## src/rtl/core/zcws_pkg.sv

```systemverilog
// ============================================================================
// zcws_pkg
// Shared constants for the zero-crossing window statistics unit.
// ============================================================================
package zcws_pkg;

    // Configuration register
    localparam int unsigned CFG_BITS = 16;
    localparam logic [CFG_BITS-1:0] MIN_WINDOW_RESET = 16'd10;

    // Accumulator, sample counter and crossing counter width
    localparam int unsigned ACC_BITS = 32;

endpackage

```

## src/rtl/core/zero_crossing_window_stats_unit.sv

```systemverilog
// ============================================================================
// zero_crossing_window_stats_unit
// Segments a sample stream at rising zero crossings and reports window stats.
// ============================================================================
// A sample that does not close a window leaves the unit idle, so the next
// sample can be taken right behind it. A sample that closes a window
// (a negative sample followed by a non-negative one, once the window holds
// at least min_window samples) starts a bit-serial restoring divider that
// forms the window mean one quotient bit per clock: the input is then held
// off for the 32 divide steps and for the state that saturates the mean and
// hands the result to the output register. The hand-off waits while an
// earlier result still sits unread in the output register.
// The output register decouples the two channels; a new sample is taken
// while an earlier result still waits on the output. The configuration port
// is always ready and must only be written while the unit is idle.
module zero_crossing_window_stats_unit #(
    parameter int unsigned MAX_WINDOW  = 65535,
    parameter int unsigned SAMPLE_BITS = 16
) (
    input  logic                                  i_clk,
    input  logic                                  i_rst_n,

    // Configuration write channel
    input  logic                                  i_cfg_valid,
    output logic                                  o_cfg_ready,
    input  logic [zcws_pkg::CFG_BITS-1:0]         i_cfg_min_window,

    // Sample input channel
    input  logic                                  i_in_valid,
    output logic                                  o_in_ready,
    input  logic signed [SAMPLE_BITS-1:0]         i_sample,

    // Result output channel
    output logic                                  o_out_valid,
    input  logic                                  i_out_ready,
    output logic [zcws_pkg::ACC_BITS-1:0]         o_crossing_index,
    output logic signed [SAMPLE_BITS-1:0]         o_sample_after,
    output logic signed [SAMPLE_BITS-1:0]         o_sample_before,
    output logic [SAMPLE_BITS-2:0]                o_window_peak,
    output logic [SAMPLE_BITS-2:0]                o_window_mean,
    output logic [SAMPLE_BITS-2:0]                o_overall_peak,
    output logic [zcws_pkg::ACC_BITS-1:0]         o_crossing_count
);

    localparam int unsigned AW     = SAMPLE_BITS - 1;            // magnitude width
    localparam int unsigned SW     = zcws_pkg::ACC_BITS;         // sum/counter width
    localparam int unsigned CW     = $clog2(MAX_WINDOW + 1);     // window count width
    localparam int unsigned CMPW   = zcws_pkg::CFG_BITS + 1;     // compare width
    localparam int unsigned STEPW  = $clog2(SW);                 // divide step counter

    localparam logic [AW-1:0]         AbsMax   = '1;
    localparam logic [SAMPLE_BITS-1:0] SmpMin  = {1'b1, {AW{1'b0}}};
    localparam logic [CW-1:0]         WinMax   = CW'(MAX_WINDOW);
    localparam logic [STEPW-1:0]      LastStep = STEPW'(SW - 1);

    typedef enum logic [1:0] {
        S_IDLE,
        S_DIV,
        S_DONE
    } t_state;

    t_state r_state;

    // Configuration and running state
    logic [zcws_pkg::CFG_BITS-1:0]  r_min_window;
    logic signed [SAMPLE_BITS-1:0]  r_prev;
    logic [CW-1:0]                  r_win_cnt;
    logic [SW-1:0]                  r_win_sum;
    logic [AW-1:0]                  r_win_peak;
    logic [SW-1:0]                  r_sample_cnt;
    logic [AW-1:0]                  r_glob_peak;
    logic [SW-1:0]                  r_cross_cnt;

    // Pending result, held while the mean is divided out
    logic [SW-1:0]                  r_pnd_index;
    logic [SAMPLE_BITS-1:0]         r_pnd_after;
    logic [SAMPLE_BITS-1:0]         r_pnd_before;
    logic [AW-1:0]                  r_pnd_wpeak;
    logic [AW-1:0]                  r_pnd_gpeak;
    logic [SW-1:0]                  r_pnd_count;

    // Bit-serial divider: dividend shifts out as quotient shifts in
    logic [SW-1:0]                  r_quo;
    logic [CW-1:0]                  r_rem;
    logic [CW-1:0]                  r_div;
    logic [STEPW-1:0]               r_step;

    // Output register
    logic                           r_out_valid;
    logic [SW-1:0]                  r_out_index;
    logic [SAMPLE_BITS-1:0]         r_out_after;
    logic [SAMPLE_BITS-1:0]         r_out_before;
    logic [AW-1:0]                  r_out_wpeak;
    logic [AW-1:0]                  r_out_mean;
    logic [AW-1:0]                  r_out_gpeak;
    logic [SW-1:0]                  r_out_count;

    logic                           in_beat;
    logic                           out_free;
    logic [AW-1:0]                  n_abs;
    logic [AW-1:0]                  n_peak;
    logic [SW:0]                    sum_ext;
    logic [SW-1:0]                  n_sum;
    logic [SW-1:0]                  n_sample_cnt;
    logic                           n_cross;
    logic [AW-1:0]                  n_gpeak;
    logic [CW:0]                    rem_sh;
    logic                           q_bit;
    logic [CW-1:0]                  n_rem;
    logic [AW-1:0]                  n_mean;

    assign in_beat  = i_in_valid && o_in_ready;
    assign out_free = !r_out_valid || i_out_ready;

    // Per-sample datapath: magnitude, window and overall peak, saturating sum, sample count, crossing test
    always_comb begin
        if (!i_sample[SAMPLE_BITS-1]) begin
            n_abs = i_sample[AW-1:0];
        end else if (i_sample == SmpMin) begin
            n_abs = AbsMax;
        end else begin
            n_abs = AW'(~i_sample + 1'b1);
        end
        n_peak       = (n_abs > r_win_peak) ? n_abs : r_win_peak;
        sum_ext      = {1'b0, r_win_sum} + (SW + 1)'(n_abs);
        n_sum        = sum_ext[SW] ? '1 : sum_ext[SW-1:0];
        n_sample_cnt = r_sample_cnt + 1'b1;
        n_cross      = (CMPW'(r_win_cnt) + 1'b1 >= CMPW'(r_min_window))
                       && r_prev[SAMPLE_BITS-1] && !i_sample[SAMPLE_BITS-1];
        n_gpeak      = (n_peak > r_glob_peak) ? n_peak : r_glob_peak;
    end

    // One restoring divide step, plus mean saturation
    always_comb begin
        rem_sh = {r_rem, r_quo[SW-1]};
        q_bit  = (rem_sh >= {1'b0, r_div});
        n_rem  = q_bit ? CW'(rem_sh - {1'b0, r_div}) : rem_sh[CW-1:0];
        n_mean = (|r_quo[SW-1:AW]) ? AbsMax : r_quo[AW-1:0];
    end

    // State, datapath and output registers
    always_ff @(posedge i_clk) begin
        if (!i_rst_n) begin
            r_state      <= S_IDLE;
            r_min_window <= zcws_pkg::MIN_WINDOW_RESET;
            r_prev       <= '0;
            r_win_cnt    <= '0;
            r_win_sum    <= '0;
            r_win_peak   <= '0;
            r_sample_cnt <= '0;
            r_glob_peak  <= '0;
            r_cross_cnt  <= '0;
            r_out_valid  <= 1'b0;
            r_step       <= '0;
        end else begin
            if (i_cfg_valid) begin
                r_min_window <= i_cfg_min_window;
            end

            // beat taken; a hand-off in S_DONE refills the register instead
            if (r_out_valid && i_out_ready && (r_state != S_DONE)) begin
                r_out_valid <= 1'b0;
            end

            unique case (r_state)
                S_IDLE: begin
                    if (in_beat) begin
                        r_prev       <= i_sample;
                        r_sample_cnt <= n_sample_cnt;
                        if (n_cross) begin
                            // close the window and start the mean division
                            r_glob_peak  <= n_gpeak;
                            r_cross_cnt  <= r_cross_cnt + 1'b1;
                            r_pnd_index  <= n_sample_cnt;
                            r_pnd_after  <= i_sample;
                            r_pnd_before <= r_prev;
                            r_pnd_wpeak  <= n_peak;
                            r_pnd_gpeak  <= n_gpeak;
                            r_pnd_count  <= r_cross_cnt + 1'b1;
                            r_quo        <= n_sum;
                            r_rem        <= '0;
                            r_div        <= (r_win_cnt == '0) ? CW'(1) : r_win_cnt;
                            r_step       <= '0;
                            r_win_peak   <= '0;
                            r_win_sum    <= '0;
                            r_win_cnt    <= CW'(1);
                            r_state      <= S_DIV;
                        end else begin
                            r_win_peak <= n_peak;
                            r_win_sum  <= n_sum;
                            if (r_win_cnt < WinMax) begin
                                r_win_cnt <= r_win_cnt + 1'b1;
                            end
                        end
                    end
                end
                S_DIV: begin
                    r_quo  <= {r_quo[SW-2:0], q_bit};
                    r_rem  <= n_rem;
                    r_step <= r_step + 1'b1;
                    if (r_step == LastStep) begin
                        r_state <= S_DONE;
                    end
                end
                S_DONE: begin
                    // hand off once the output register is free
                    if (out_free) begin
                        r_out_valid  <= 1'b1;
                        r_out_index  <= r_pnd_index;
                        r_out_after  <= r_pnd_after;
                        r_out_before <= r_pnd_before;
                        r_out_wpeak  <= r_pnd_wpeak;
                        r_out_mean   <= n_mean;
                        r_out_gpeak  <= r_pnd_gpeak;
                        r_out_count  <= r_pnd_count;
                        r_state      <= S_IDLE;
                    end
                end
                default: begin
                    r_state <= S_IDLE;
                end
            endcase
        end
    end

    assign o_cfg_ready      = 1'b1;
    assign o_in_ready       = (r_state == S_IDLE);
    assign o_out_valid      = r_out_valid;
    assign o_crossing_index = r_out_index;
    assign o_sample_after   = r_out_after;
    assign o_sample_before  = r_out_before;
    assign o_window_peak    = r_out_wpeak;
    assign o_window_mean    = r_out_mean;
    assign o_overall_peak   = r_out_gpeak;
    assign o_crossing_count = r_out_count;

endmodule
```

## config.mk

```make
export PLATFORM = sky130hd
export DESIGN_NAME = zero_crossing_window_stats_unit
export DESIGN_NICKNAME = d
export VERILOG_FILES = /design/src/rtl/core/zcws_pkg.sv /design/src/rtl/core/zero_crossing_window_stats_unit.sv
export SDC_FILE = /design/constraint.sdc
export NUM_CORES = 1
export LEC_CHECK = 0
export ABC_AREA = 1
export BUFFER_PORTS_ARGS = -buffer_cell sky130_fd_sc_hd__buf_2
export CORE_UTILIZATION = 45
export CTS_CLUSTER_SIZE = 14
export DETAILED_ROUTE_END_ITERATION = 6
export SYNTH_ARGS = -nofsm -noshare
export SYNTH_HDL_FRONTEND = slang
export SYNTH_SLANG_ARGS = --single-unit
```

## constraint.sdc

```tcl
create_clock -name i_clk -period 22.8 [get_ports i_clk]
set_input_delay 4.56 -clock i_clk [delete_from_list [all_inputs] [get_ports i_clk]]
set_output_delay 4.56 -clock i_clk [all_outputs]
set_load 0.005 [all_outputs]
```

# Word level (Yosys, flattened, before mapping)
# Cells that the tools add are included.
[word_totals]
regBits = 513
in_bits = 37
output_inout_bits = 144
elab_cells = 98
[classes]
add_sub_neg = 8
order_cmp = 5
n_eq_ne = 9
muxes = 27
bitwise = 1
n_reduce_logical = 21
[op_table]
columns = ["op", "count"]
rows = [
  ["$mux 32", 4],
  ["$mux 16", 5],
  ["$mux 15", 5],
  ["$add 32x1->32 const B", 2],
  ["$pmux 32 s2", 1],
  ["$ge 17x16->1", 2],
  ["$add 32x15->33", 1],
  ["$pmux 16 s2", 1],
  ["$gt 15x15->1", 2],
  ["$add 16x1->17 const B", 1],
  ["$reduce_or 17->1", 1],
  ["$add 16x1->16 const B", 1],
  ["$eq 16x16->1 const B", 1],
  ["$logic_not 16->1", 1],
  ["$lt 16x16->1 const B", 1],
  ["$sub 16x16->16", 1],
  ["$add 15x1->15 const B", 1],
  ["$not 15->15", 1],
  ["$reduce_and 3->1", 4],
  ["$reduce_and 4->1", 3],
  ["$mux 5", 2],
  ["$pmux 5 s2", 1],
  ["$mux 2", 4],
  ["$ne 2x2->1 const B", 3],
  ["13 further kinds", 22],
]

# Longest topological paths before layout
[logic_depth]
word_depth = 9
depth_mapped = 35
ltp_nobuf = 33

# Least setup slack after synthesis
# OpenSTA, ideal clock, no wires.
[synth_timing]
path_kind = "input to register"
start = "input i_rst_n"
end = "register r_out_count[0], in the netlist o_crossing_count[0], enable pin"
setup_ns = 0.988
arrival_time_ns = 18.384
required_time_ns = 21.812
setup_slack_ns = 3.428
stages = 4
path_buffers = 2
cell_sequence = "clkbuf_1 -> inv_2 -> clkbuf_1 -> nor4_1"
[synth_via]
elab_chain_len = 1
[synth_lines]
columns = ["item", "line", "rtl"]
rows = [
  ["from (decl)", "zero_crossing_window_stats_unit.sv:21", "input logic i_rst_n,"],
  ["$reduce_and 3->1 (no source line)", "-", ""],
  ["to (signal assigned)", "zero_crossing_window_stats_unit.sv:215", "r_out_count <= r_pnd_count;"],
  ["to (decl)", "zero_crossing_window_stats_unit.sv:96", "logic [SW-1:0] r_out_count;"],
]
# No other way between the ends.
# A chain may end at the register's enable or synchronous reset.

# Worst setup path after layout
[layout_timing]
start = "input i_sample[0]"
end = "register r_glob_peak[4]"
[layout_via]
elab_chain_len = 8
elab_cells_between_ends = 9
cone_classes = "1 x add/sub; 2 x order compare; 1 x eq/ne; 4 x mux; 1 x bitwise"
[layout_lines]
columns = ["item", "line", "rtl"]
rows = [
  ["from (decl)", "zero_crossing_window_stats_unit.sv:31", "input logic signed [SAMPLE_BITS-1:0] i_sample,"],
  ["$not 15->15", "zero_crossing_window_stats_unit.sv:122", "n_abs = AW'(~i_sample + 1'b1);"],
  ["$add 15x1->15", "zero_crossing_window_stats_unit.sv:122", ""],
  ["$mux 15", "zero_crossing_window_stats_unit.sv:119", "end else if (i_sample == SmpMin) begin"],
  ["$mux 15 *", "zero_crossing_window_stats_unit.sv:117", "if (!i_sample[SAMPLE_BITS-1]) begin"],
  ["$gt 15x15->1", "zero_crossing_window_stats_unit.sv:124", "n_peak = (n_abs > r_win_peak) ? n_abs : r_win_peak;"],
  ["$mux 15 *", "zero_crossing_window_stats_unit.sv:124", ""],
  ["named net n_peak[13]", "zero_crossing_window_stats_unit.sv:101", "logic [AW-1:0] n_peak;"],
  ["$gt 15x15->1 *", "zero_crossing_window_stats_unit.sv:130", "n_gpeak = (n_peak > r_glob_peak) ? n_peak : r_glob_peak;"],
  ["$mux 15 *", "zero_crossing_window_stats_unit.sv:130", ""],
  ["named net n_gpeak[4]", "zero_crossing_window_stats_unit.sv:106", "logic [AW-1:0] n_gpeak;"],
  ["to (signal assigned)", "zero_crossing_window_stats_unit.sv:172", "r_glob_peak <= n_gpeak;"],
  ["to (decl)", "zero_crossing_window_stats_unit.sv:71", "logic [AW-1:0] r_glob_peak;"],
]
# Mark *: on every way through the listed nets, which the timed path passes. The rest lies on a longest branch.

==> run metrics <==
core area 0.05141 mm^2; CTS Root Cell clkbuf_16; routability cong. 0.9193; post-DP HPWL 37.67 mm; MaxCap Viol Count 0; area grow syn2layout 13.49%; largest net degree at the start of global routing 105; antenna violations before repair 0; first-pass GRT wire length 86.83 mm; Critical Path End Type flip-flop; CP arrival 10530 ps; post-synth net total 2650; Yosys top cell by area edfxtp_1; insertion delay to the later sink of the worst-skew pair 610 ps; status finished clean; CTS tree built; Syn Inst Count 2527; synthesized flop and latch total 513; grt ovf 0; Period minus WS final 10010 ps; number of synthesized flops with an enable pin 331; fin crit share 43.88%; CTS Buffer Depth 3; DR iter-0 viols 1406; Seq/Total Area, Yosys 57.83%; synth top area cells edfxtp_1, dfxtp_1, nand2_1; postcts setup bufs 0; Routed WL 54.40 mm; Mapped Area 0.02349 mm^2; worst-path fanout max 20; DR pass1 iterations 5; RSZ-0062 raised after global routing false; most common cell in the netlist nand2_1; PortBufs 179; P per Cell Area 78.30 mW/mm^2; M2 GR Usage 33.82%; Via density 5.112; post-synthesis async set-or-reset flop share 0%; Filler Cells Inserted 4762; total track usage 20.35%; fmax 99.95 MHz; Initial Util 45.69%; row cnt 83; H-tree depth 2; Detail Route Antenna Nets 0; Clock Skew 25.21 ps; Syn Area/Cell 9.294 um^2; Ports 181; Sink Count 513; endpoints failing setup 0; Max-slew headroom 24.28%; share of layout cells above drive strength 1 10.99%; Reg clk slew, reported paths 60 ps; Die H 230.5 um; Slew Limit Fails 0; Final Hold Fails 0; drt drc 0; Worst-Margin Slew 1136 ps; Synth Flop Type edfxtp_1; Synth top area share 42.32%; Antenna Cells 0; Setup TNS 0 ps; Max IR drop VDD 0.06200 mV; number of CTS-inserted buffers 53; Die ar. 0.05311 mm^2; synth warn 0; synth unique cells 45; P_leak 10.88 nW; routed vias 17380; Synth top cells by count nand2_1, edfxtp_1, inv_1; die span in x 230.5 um; end-of-flow core utilization 51.85%; met3 Use GR 2.742%; Nets 2798; crit start category input port; Hold Buf Count CTS 0; gr busiest metal met2; grt met1 use 27.77%; post-CTS sizing 0; number of global-route vias before repair 16650; Setup CP Type input port to flip-flop; wire length per cell 16.00 um; CP required 23330 ps; worst hold path type flip-flop to flip-flop
-- cells by family after synthesis --
group,count (synthesis),share of synthesized area [%]
compound gates,389,8.598
fa+ha+maj,86,4.645
other cells,1,0.01597
xor+xnor,93,3.468
flops,513,57.83
simple gates,1026,18.50
buf+inv,419,6.942
-- cells in the final DEF (no fill, tap or decap), drive strengths merged, types with 6 or more instances in the layout --
cell type,synthesis,routed
a21o,7,7
a21oi,226,226
buf,26,193
clkbuf,74,69
clkinv,1,22
dfxtp,182,182
edfxtp,331,331
ha,84,84
inv,318,322
nand2,582,582
nand3,183,183
nand4,32,32
nor2,163,163
nor3,32,32
nor4,20,20
o21ai,136,136
o21bai,6,6
or2,7,7
xnor2,22,22
xor2,71,71
-- routing by layer --
metal	vias to the layer above	part of all wire (%)
met1	8179	46
li1	8701	-
met4	0	2.2
met5	-	0
met2	417	47
met3	84	4.5
-- worst paths after layout --
path | start | endpoint | slack (ps) | cells past startpoint
hold reg to reg | r_pnd_after[3]$_DFFE_PP_ | o_sample_after[3]$_DFFE_PP_ | 390 | 0
setup reg to reg | r_win_cnt[0]$_SDFFE_PN0P_ | r_pnd_index[10]$_DFFE_PP_ | 17740 | 21
setup / recovery | i_sample[0] | r_glob_peak[4]$_SDFFE_PN0P_ | 12790 | 28
hold / removal | r_pnd_after[3]$_DFFE_PP_ | o_sample_after[3]$_DFFE_PP_ | 390 | 0
-- area by class of cell --
cell class | count | area [um^2] | share of cell area (%)
clock buffer | 69 | 1386 | 5.201
clock inverter | 31 | 325.3 | 1.220
inverter | 319 | 1200 | 4.502
multi-input combinational | 1595 | 8308 | 31.17
sequential | 513 | 13580 | 50.96
timing repair buffer | 193 | 1001 | 3.755
tap | 680 | 850.8 | 3.192
-- metrics by stage --
step	instances	setup WS (ps)	total power, W	hold slack (ps)	area (um^2)
2_1_floorplan	2527	3428	0.001198	400.3	23490
3_3_place_gp	3300	12560	0.001252	400.5	24940
3_5_place_dp	3300	12380	0.001258	404.5	24940
4_1_cts	3400	12940	0.002111	388.2	26650
5_1_grt	3400	12170	0.002181	389.8	26650
6_report	3400	12790	0.002087	393.9	26650
-- critical path: stages --
cell and delay [ps]:
buf_2 110, inv_1 130, ha_1 220, nand3_1 140
nor2_1 310, nand4_1 240, a21oi_1 520, ha_1 340
nand2_1 70, inv_1 50, nand2_1 50, nand2_1 40
nand2_1 50, nand2_1 50, nand2_1 60, nand2_1 50
nand2_1 420, inv_1 320, a21boi_0 480, ha_1 200
nand2_1 50, nor2_1 210, a21oi_1 110, a21oi_1 600
inv_1 490, o21ai_0 420, nand2_1 90, a21oi_1 150
-- flip-flops by register name (all words and copies together) (netlist names), 32 cells and up --
signal,cells
r_cross_cnt,32
r_quo,32
r_pnd_index,32
o_crossing_count,32
r_win_sum,32
r_pnd_count,32
r_sample_cnt,32
o_crossing_index,32
-- power by group --
group | switching, W | total [W] | internal (W) | leakage [nW]
combinational | 0.000147 | 0.000214 | 0.0000672 | 5.51
sequential | 0.0000129 | 0.00103 | 0.00101 | 4.53
clock | 0.000366 | 0.000847 | 0.000480 | 0.834
No activity file was read; power rests on OpenSTA's default activity.
